`config.mk`:
```
export PLATFORM = sky130hd
export DESIGN_NAME = lgts_ctrl
export DESIGN_NICKNAME = d
export VERILOG_FILES = /design/src/hw/rtl/lgts_pkg.sv /design/src/hw/rtl/lgts_ctrl.sv
export SDC_FILE = /design/constraint.sdc
export NUM_CORES = 1
export LEC_CHECK = 0
export ABC_AREA = 1
export BUFFER_PORTS_ARGS = -buffer_cell sky130_fd_sc_hd__buf_2
export CORE_MARGIN = 2
export CORE_UTILIZATION = 42
export CTS_CLUSTER_DIAMETER = 120
export DETAILED_ROUTE_END_ITERATION = 12
export PLACE_DENSITY = 0.73
export SYNTH_ARGS = -nofsm -noshare
export SYNTH_HDL_FRONTEND = slang
export SYNTH_SLANG_ARGS = --single-unit
```
`constraint.sdc`:
```
create_clock -name clk -period 2.11 [get_ports clk]
set_input_delay 0.1055 -clock clk [delete_from_list [all_inputs] [get_ports clk]]
set_output_delay 0.1055 -clock clk [all_outputs]
set_load 0.05 [all_outputs]
```
`src/hw/rtl/lgts_pkg.sv`:
```
`timescale 1ns / 1ps
package lgts_pkg;

  // Table geometry
  localparam int TOPICS     = 16;
  localparam int TOPIC_W    = 4;
  localparam int KCOUNT_W   = 5;
  localparam int DOC_W      = 8;
  localparam int WORD_W     = 10;
  localparam int TOKEN_W    = 12;
  localparam int RAND_W     = 31;
  localparam int DOC_AW     = DOC_W + TOPIC_W;
  localparam int WORD_AW    = WORD_W + TOPIC_W;
  localparam int DOC_DEPTH  = 1 << DOC_AW;
  localparam int WORD_DEPTH = 1 << WORD_AW;
  localparam int TOK_DEPTH  = 1 << TOKEN_W;

  // Counts
  localparam int COUNT_W = 13;
  localparam logic [COUNT_W-1:0] COUNT_MAX = {COUNT_W{1'b1}};

  // Configuration
  localparam int CFG_W     = 24;
  localparam int CFG_IDX_W = 2;
  localparam int VOCAB_W   = 11;

  // Arithmetic widths
  localparam int QFRAC    = 16;
  localparam int OPND_W   = COUNT_W + QFRAC + 1;
  localparam int NUM_W    = 2 * OPND_W;
  localparam int VB_W     = VOCAB_W + CFG_W;
  localparam int DEN_W    = VB_W + 1;
  localparam int WEIGHT_W = 48;
  localparam int TOTAL_W  = WEIGHT_W + TOPIC_W;
  localparam int DIV_CNT_W = 6;
  localparam logic [DIV_CNT_W-1:0] DIV_LAST = DIV_CNT_W'(NUM_W - 1);
  localparam logic [WEIGHT_W-1:0] WEIGHT_MAX = {WEIGHT_W{1'b1}};

  // Register indexes
  typedef enum logic [CFG_IDX_W-1:0] {
    REG_ALPHA = 2'd0,
    REG_BETA  = 2'd1,
    REG_TOPIC = 2'd2,
    REG_VOCAB = 2'd3
  } lgts_reg_t;

  // Datapath operations
  typedef enum logic [4:0] {
    OP_NONE,
    OP_CLEAR,
    OP_LOAD,
    OP_MOD_START,
    OP_MOD_STORE,
    OP_OLD,
    OP_DEC,
    OP_W_RD,
    OP_W_MUL,
    OP_DIV_START,
    OP_W_STORE,
    OP_THR1,
    OP_THR2,
    OP_SEARCH,
    OP_ADD_RD,
    OP_INC,
    OP_OUT
  } lgts_op_t;

  typedef struct packed {
    lgts_op_t op;
  } lgts_cmd_t;

  typedef struct packed {
    logic clear_last;
    logic mode;
    logic div_done;
    logic last_topic;
    logic search_hit;
    logic out_busy;
  } lgts_status_t;

endpackage

```
`src/hw/rtl/lgts_ctrl.sv`:
```
`timescale 1ns / 1ps
module lgts_ctrl (
  input  logic                   clk,
  input  logic                   rst_n,
  input  logic                   in_valid,
  output logic                   in_ready,
  input  lgts_pkg::lgts_status_t st,
  output lgts_pkg::lgts_cmd_t    cmd
);
  import lgts_pkg::*;

  typedef enum logic [3:0] {
    S_CLEAR, S_IDLE, S_SEL, S_MOD, S_MOD_WAIT, S_OLD, S_DEC, S_W_RD, S_W_MUL,
    S_W_DIV, S_W_WAIT, S_THR1, S_THR2, S_SEARCH, S_ADD_RD, S_ADD_WR
  } state_t;

  state_t state_r;
  logic   done_pend_r;

  assign in_ready = (state_r == S_IDLE) && !done_pend_r;

  // operation issued in each state
  always_comb begin
    cmd.op = OP_NONE;
    if (done_pend_r) begin
      cmd.op = st.out_busy ? OP_NONE : OP_OUT;
    end else begin
      case (state_r)
        S_CLEAR:    cmd.op = OP_CLEAR;
        S_IDLE:     cmd.op = in_valid ? OP_LOAD : OP_NONE;
        S_MOD:      cmd.op = OP_MOD_START;
        S_MOD_WAIT: cmd.op = st.div_done ? OP_MOD_STORE : OP_NONE;
        S_OLD:      cmd.op = OP_OLD;
        S_DEC:      cmd.op = OP_DEC;
        S_W_RD:     cmd.op = OP_W_RD;
        S_W_MUL:    cmd.op = OP_W_MUL;
        S_W_DIV:    cmd.op = OP_DIV_START;
        S_W_WAIT:   cmd.op = st.div_done ? OP_W_STORE : OP_NONE;
        S_THR1:     cmd.op = OP_THR1;
        S_THR2:     cmd.op = OP_THR2;
        S_SEARCH:   cmd.op = OP_SEARCH;
        S_ADD_RD:   cmd.op = OP_ADD_RD;
        S_ADD_WR:   cmd.op = OP_INC;
        default:    cmd.op = OP_NONE;
      endcase
    end
  end

  // sequencer
  always_ff @(posedge clk) begin
    if (!rst_n) begin
      state_r     <= S_CLEAR;
      done_pend_r <= 1'b0;
    end else if (done_pend_r) begin
      if (!st.out_busy) done_pend_r <= 1'b0;
    end else begin
      case (state_r)
        S_CLEAR:    if (st.clear_last) state_r <= S_IDLE;
        S_IDLE:     if (in_valid) state_r <= S_SEL;
        S_SEL:      state_r <= st.mode ? S_OLD : S_MOD;
        S_MOD:      state_r <= S_MOD_WAIT;
        S_MOD_WAIT: if (st.div_done) state_r <= S_ADD_RD;
        S_OLD:      state_r <= S_DEC;
        S_DEC:      state_r <= S_W_RD;
        S_W_RD:     state_r <= S_W_MUL;
        S_W_MUL:    state_r <= S_W_DIV;
        S_W_DIV:    state_r <= S_W_WAIT;
        S_W_WAIT: begin
          if (st.div_done) state_r <= st.last_topic ? S_THR1 : S_W_RD;
        end
        S_THR1:     state_r <= S_THR2;
        S_THR2:     state_r <= S_SEARCH;
        S_SEARCH:   if (st.search_hit) state_r <= S_ADD_RD;
        S_ADD_RD:   state_r <= S_ADD_WR;
        S_ADD_WR: begin
          state_r     <= S_IDLE;
          done_pend_r <= 1'b1;
        end
        default:    state_r <= S_IDLE;
      endcase
    end
  end

endmodule

```
==> results.sh, run 1 <==
export IMPL_holdPathEnd="state_r[0]$_SDFFE_PN0P_"
export IMPL_hold_depth=3
export IMPL_synthDistinctLibCells=23
export IMPL_dieHeight_um=43.5
export IMPL_power_leakage_nw=0.428
export IMPL_postSynth_asyncResetShare_pct=0
export IMPL_die_w_um=43.5
export IMPL_synth_seq_area_share_pct=15.2
export IMPL_worst_hold_slack_ns=0.100
export IMPL_outcome="finished, final reports clean"
export IMPL_initial_utilization_pct=44.1
export IMPL_dr_pass1_iters=4
export IMPL_synth_top_area_share_pct=18.9
export IMPL_synth_edf_count=0
export IMPL_hold_path_class="input port to register"
export IMPL_syn_area_um2=657
export IMPL_crit_path_end_kind="output port"
export IMPL_synthCells=104
export IMPL_ant_nets=0
export IMPL_final_max_slew_viol_count=0
export IMPL_wl_per_cell_um=11.3
export IMPL_cp_top_family="flip-flops"
export IMPL_synth_top_cell_by_area="nand2_1"
export IMPL_hpwl_um=1290
export IMPL_hold_viol_final=0
export IMPL_clock_path_buffers=2
export IMPL_p_sw_mw=0.692
export IMPL_max_slew_margin_rel_pct=67.6
export IMPL_viasPerCell=5.21
export IMPL_path_buf_inv=3
export IMPL_clock_skew_ns=0.00462
export IMPL_vias=708
export IMPL_power_density_nw_per_um2=1530
export IMPL_tightest_slew_ns=0.486
export IMPL_antenna_found_initial=0
export IMPL_port_buffers=14
export IMPL_routed_wl_um=1540
export IMPL_syn_num_nets=113
export IMPL_max_stage_delay_ns=0.56
export IMPL_grt_total_usage_pct=18.3
export IMPL_rrSetupSlack_ns=0.64
export IMPL_finalCriticalPeriod_ns=1.80
export IMPL_post_cts_resized=0
export IMPL_seq_power_share_pct=18.7
export IMPL_core_area_um2=1490
export IMPL_place_area_um2=717
export IMPL_drt_iter0_markers=13
export IMPL_fp_dieArea_um2=1900
export IMPL_synth_ff_type="dfxtp_1"
export IMPL_drive_gt1_share_pct=30.8
export IMPL_fin_crit_sh_pct=85.2
export IMPL_cts_hold_buf=0
export IMPL_swShare_pct=60.8
export IMPL_io_pins=15
export IMPL_clockRootBuffer="clkbuf_4"
export IMPL_reg2reg_to="state_r[2]$_SDFFE_PN0P_"
export IMPL_cp_start_kind="register"
export IMPL_cts_made_buffers=3
export IMPL_cpMostUsedCell="inv_1"
export IMPL_antenna_cells=0
export IMPL_grt_max_degree=9
export IMPL_syn_avg_cell_area_um2=6.32
export IMPL_clk_latency_ns=0.24
export IMPL_path_class="register to output port"
export IMPL_internal_power_mw=0.445
export IMPL_path_cells="nand2_1 -> nor3_1 -> inv_1 -> nor2_1 -> o21ai_0 -> inv_1 -> buf_2"
export IMPL_critPathMaxFanout=8
export IMPL_h_tree_depth=1
export IMPL_p_clk_share_pct=9.9
export IMPL_cts_setup_buffers=0
export IMPL_grt_pass1_wl_um=2610
export IMPL_drc=0
export IMPL_rows=14
export IMPL_design_area_um2=743
export IMPL_grt_pass1_vias=676
export IMPL_fmax_ghz=0.556
export IMPL_synth_area_leaders="nand2_1 19%, dfxtp_1 15%, nor2_4 8.6%, buf_6 6.9%, inv_1 6.9%"
export IMPL_clkSlewWorstSetupHoldPaths_ns=0.05
export IMPL_fin_total_pwr_mw=1.14
export IMPL_share_comb_of_total_power_pct=71.5
export IMPL_synthToLayoutAreaGrowth_pct=13.1
export IMPL_ff2ff_path_depth=9
export IMPL_reg2reg_from="state_r[0]$_SDFFE_PN0P_"
export IMPL_rsz0062_at_grt="false"
export IMPL_arrival_ns=1.69
export IMPL_synth_seq_cells=5
export IMPL_finish_net_count=130
export IMPL_cp_required_ns=2.00
export IMPL_cts_tree="built"
export IMPL_max_cap_violations=0
export IMPL_cts_sinks=5
export IMPL_hp_start="rst_n"
export IMPL_yosys_warnings=0
export IMPL_final_setup_tns_ns=0
export IMPL_slowest_stage="dfxtp_1"
export IMPL_place_gp_congestion=0.929
export IMPL_setup_viol=0
export IMPL_grt_overflow=0
export IMPL_ir_worst_vdd_uv=954
synth_stat cells (2+ instances only):
library cell  number
nand2_4            4
buf_6              4
nand3_1            5
dfxtp_1            5
o211ai_1           2
nor2_4             5
nor2_1             9
inv_1             12
o21ai_0            2
nor3_1             3
inv_4              3
a21oi_1            6
nand2_1           33
a31oi_1            2
how the worst max path moves through the flow:
stage	from	cells after the start	slack [ns]	end
6_report	state_r[0]$_SDFFE_PN0P_	7	0.31	cmd[1]
5_1_grt	state_r[0]$_SDFFE_PN0P_	7	0.17	cmd[1]
4_1_cts	state_r[0]$_SDFFE_PN0P_	7	0.31	cmd[1]
3_5_place_dp	state_r[0]$_SDFFE_PN0P_	7	0.59	cmd[1]
3_3_place_gp	state_r[0]$_SDFFE_PN0P_	7	0.57	cmd[1]
2_1_floorplan	state_r[2]$_SDFFE_PN0P_	3	0.42	cmd[2]
area by class of cell:
class                           count  area (um^2)
Tap cell                           16         20.0
Multi-Input combinational cell     78          435
Inverter                           17         76.3
Timing Repair Buffer               16         85.1
Sequential cell                     5          100
Clock buffer                        4         26.3
Fill cell                         162          746
through the flow:
stage / std cells / utilization [%] / setup WS [ns]
after floorplan: 104 / - / 0.417
after global placement: 132 / 48.2 / 0.569
after detailed placement: 132 / 48.2 / 0.586
after CTS: 136 / 49.9 / 0.315
after global routing: 136 / 49.9 / 0.174
final: 136 / 49.9 / 0.313
metal layers:
layer | share of wire (%) | GRT usage [%] | up-vias | routed length, um
met3 | 6.2 | 5.00 | 2 | 96
met2 | 53 | 35.0 | 30 | 814
li1 | - | - | 358 | -
met5 | 0 | 0 | - | 0
met4 | 0.84 | 3.64 | 0 | 13
met1 | 40 | 19.8 | 318 | 617
power by group through the flow:
stage | registers (mW) | logic [mW] | clock network (mW)
after floorplan | 0.135 | 0.780 | 0
after global placement | 0.213 | 0.811 | 0
after CTS | 0.212 | 0.816 | 0.114
after detailed placement | 0.214 | 0.812 | 0
final | 0.212 | 0.813 | 0.112
after global routing | 0.217 | 0.887 | 0.122
state kept, by name (all words and copies together) (netlist names):
signal / cells
state_r: 4
done_pend_r: 1
worst min-delay path, delay by kind of cell:
family | cells | cell delay [ns]
AND/OR/NAND/NOR | 2 | 0.10
buffers and inverters | 1 | 0.10
kinds of logic (layout without fill, tap and decap cells):
family,Yosys count,after routing,synth area share (%)
simple gates,64,64,54.1
buf+inv,21,37,18.5
compound gates,14,14,12.2
flops,5,5,15.2
cell usage in the layout (no fill, tap or decap):
cell type	n
inv_1	12
dfxtp_1	5
nor2_2	1
clkbuf_4	3
nand2_1	33
nor2_8	1
nor3_1	3
nand3_1	5
o211ai_1	2
a31oi_1	2
nand3_4	1
inv_6	1
nand2_4	4
nand2_2	1
o21ai_0	2
inv_4	3
buf_4	2
a211oi_1	1
nor2_4	5
inv_2	1
a21oi_1	6
clkbuf_1	1
o21ai_1	1
buf_2	14
nor4_1	1
nor2_1	9
No activity file was read; power rests on OpenSTA's default activity.
==> inputs of run 2 (changes only) <==
--- a/config.mk
+++ b/config.mk
@@ -7,11 +7,14 @@
 export LEC_CHECK = 0
 export ABC_AREA = 1
 export BUFFER_PORTS_ARGS = -buffer_cell sky130_fd_sc_hd__buf_2
+export CELL_PAD_IN_SITES_DETAIL_PLACEMENT = 2
+export CELL_PAD_IN_SITES_GLOBAL_PLACEMENT = 2
+export CORE_ASPECT_RATIO = 1.25
 export CORE_MARGIN = 2
-export CORE_UTILIZATION = 42
+export CORE_UTILIZATION = 29
 export CTS_CLUSTER_DIAMETER = 120
 export DETAILED_ROUTE_END_ITERATION = 12
-export PLACE_DENSITY = 0.73
+export PLACE_DENSITY = 0.89
 export SYNTH_ARGS = -nofsm -noshare
 export SYNTH_HDL_FRONTEND = slang
 export SYNTH_SLANG_ARGS = --single-unit
==> run 2 against run 1 <==
  * Routed wire length rose by 33%
  * Combinational power is 2% lower
  * Fmax shrank 7.2%
  * Critical path depth unchanged
  * Largest cell class unchanged
  * Global-route usage down 0.20 points
  * Register-to-register slack worse by 0.11 ns
  * Highest routed layer is now met3
==> results.sh, run 2 (synthesized netlist as in run 1, its figures left out) <==
export IMPL_finish_net_count=128
export IMPL_wl_per_cell_um=13.7
export IMPL_dieHeight_um=57.2
export IMPL_grt_pass1_vias=740
export IMPL_port_buffers=14
export IMPL_reg2reg_from="state_r[3]$_SDFFE_PN0P_"
export IMPL_final_common_cell="nand2_1"
export IMPL_final_max_slew_viol_count=0
export IMPL_power_density_nw_per_um2=1550
export IMPL_drive_gt1_share_pct=29.7
export IMPL_reg_top3="state_r (4), done_pend_r (1)"
export IMPL_max_slew_margin_rel_pct=63.0
export IMPL_crit_end="cmd[1]"
export IMPL_crit_path_end_kind="output port"
export IMPL_fillCellCount=277
export IMPL_power_leakage_nw=0.418
export IMPL_grt_pass1_wl_um=3480
export IMPL_grtUsageMet1_pct=22.6
export IMPL_antenna_found_initial=0
export IMPL_outcome="finished, final reports clean"
export IMPL_dr_pass1_iters=4
export IMPL_hold_path_class="input port to register"
export IMPL_cp_required_ns=2.00
export IMPL_regMostFlops="state_r"
export IMPL_cts_sinks=5
export IMPL_rrSetupSlack_ns=0.53
export IMPL_place_gp_congestion=0.817
export IMPL_critical_path_startpoint="state_r[3]$_SDFFE_PN0P_"
export IMPL_rsz0062_at_grt="false"
export IMPL_cp_start_kind="register"
export IMPL_drt_iter0_markers=15
export IMPL_final_setup_tns_ns=0
export IMPL_clkSlewWorstSetupHoldPaths_ns=0.05
export IMPL_antenna_cells=0
export IMPL_viasPerCell=4.73
export IMPL_fin_ws_ns=0.173
export IMPL_max_cap_violations=0
export IMPL_reg2reg_to="state_r[1]$_SDFFE_PN0P_"
export IMPL_clk_latency_ns=0.25
export IMPL_grt_overflow=0
export IMPL_clockRootBuffer="clkbuf_4"
export IMPL_initial_utilization_pct=30.4
export IMPL_cts_made_buffers=3
export IMPL_critPathMaxFanout=8
export IMPL_final_cell_mix="33 x nand2_1, 14 x buf_2, 12 x inv_1"
export IMPL_grt_use_met3_pct=2.85
export IMPL_grt_max_degree=10
export IMPL_cts_hold_buf=0
export IMPL_arrival_ns=1.83
export IMPL_hpwl_um=1730
export IMPL_cts_tree="built"
export IMPL_vias=705
export IMPL_fin_crit_sh_pct=91.8
export IMPL_cts_setup_buffers=0
export IMPL_path_class="register to output port"
export IMPL_rows=19
export IMPL_io_pins=15
export IMPL_busiest_layer="met2"
export IMPL_ff2ff_path_depth=8
export IMPL_hold_viol_final=0
export IMPL_fmax_ghz=0.516
export IMPL_post_cts_resized=0
export IMPL_ant_nets=0
export IMPL_tightest_slew_ns=0.554
export IMPL_clock_path_buffers=2
export IMPL_finalCriticalPeriod_ns=1.94
export IMPL_die_w_um=46.6
export IMPL_place_area_um2=721
export IMPL_largest_reg_flops=4
export IMPL_ir_worst_vdd_uv=534
export IMPL_drc=0
export IMPL_synthToLayoutAreaGrowth_pct=13.7
export IMPL_routed_wl_um=2050
export IMPL_grt_total_usage_pct=18.1
export IMPL_clock_skew_ns=0.00853
export IMPL_design_area_um2=747
export IMPL_grt_use_met2_pct=32.9
export IMPL_pre_cts_slack_ns=0.445
export IMPL_setup_viol=0
export IMPL_fp_dieArea_um2=2660
export IMPL_h_tree_depth=1
export IMPL_core_area_um2=2160
run 2: worst min-delay path by stage:
stage / start / end / cells after the start
finish: rst_n / state_r[0]$_SDFFE_PN0P_ / 3
CTS: rst_n / state_r[0]$_SDFFE_PN0P_ / 3
detailed placement: rst_n / state_r[0]$_SDFFE_PN0P_ / 3
floorplan: rst_n / state_r[0]$_SDFFE_PN0P_ / 2
global route: rst_n / state_r[0]$_SDFFE_PN0P_ / 3
global placement: rst_n / state_r[0]$_SDFFE_PN0P_ / 3
run 2: per-layer routing:
layer / routed length (um) / part of all wire, %
met1: 852 / 42
met2: 1110 / 54
met3: 80 / 3.9
met4: 0 / 0
met5: 0 / 0
run 2: power by group:
group	switching, mW	total, mW	internal [mW]
sequential	0.122	0.245	0.123
clock	0.0430	0.115	0.0717
combinational	0.558	0.795	0.237
total	0.723	1.15	0.431
run 2: final cells by class:
type                            instances  area, um^2  area share (%)
Multi-Input combinational cell         78         435            58.3
Sequential cell                         5         100            13.4
Inverter                               17        76.3            10.2
Timing Repair Buffer                   14        70.1            9.38
Tap cell                               31        38.8            5.19
Clock buffer                            4        26.3            3.52
run 2: worst max-delay path, cell delays in order, from the launching register on:
cell      delay (ns)
dfxtp_1         0.66
inv_4           0.08
nor2_4          0.17
o211ai_1        0.14
o211ai_1        0.13
o21ai_0         0.10
inv_1           0.06
buf_2           0.25
run 2: per-stage QoR:
stage / std cells / utilization (%) / hold WS [ns] / power, mW
after floorplan: 104 / - / 0.231 / 0.915
after CTS: 149 / 34.5 / 0.116 / 1.17
final: 149 / 34.5 / 0.116 / 1.15
after detailed placement: 145 / 33.3 / 0.376 / 1.05
after global placement: 145 / 33.3 / 0.364 / 1.03
after global routing: 149 / 34.5 / 0.116 / 1.25
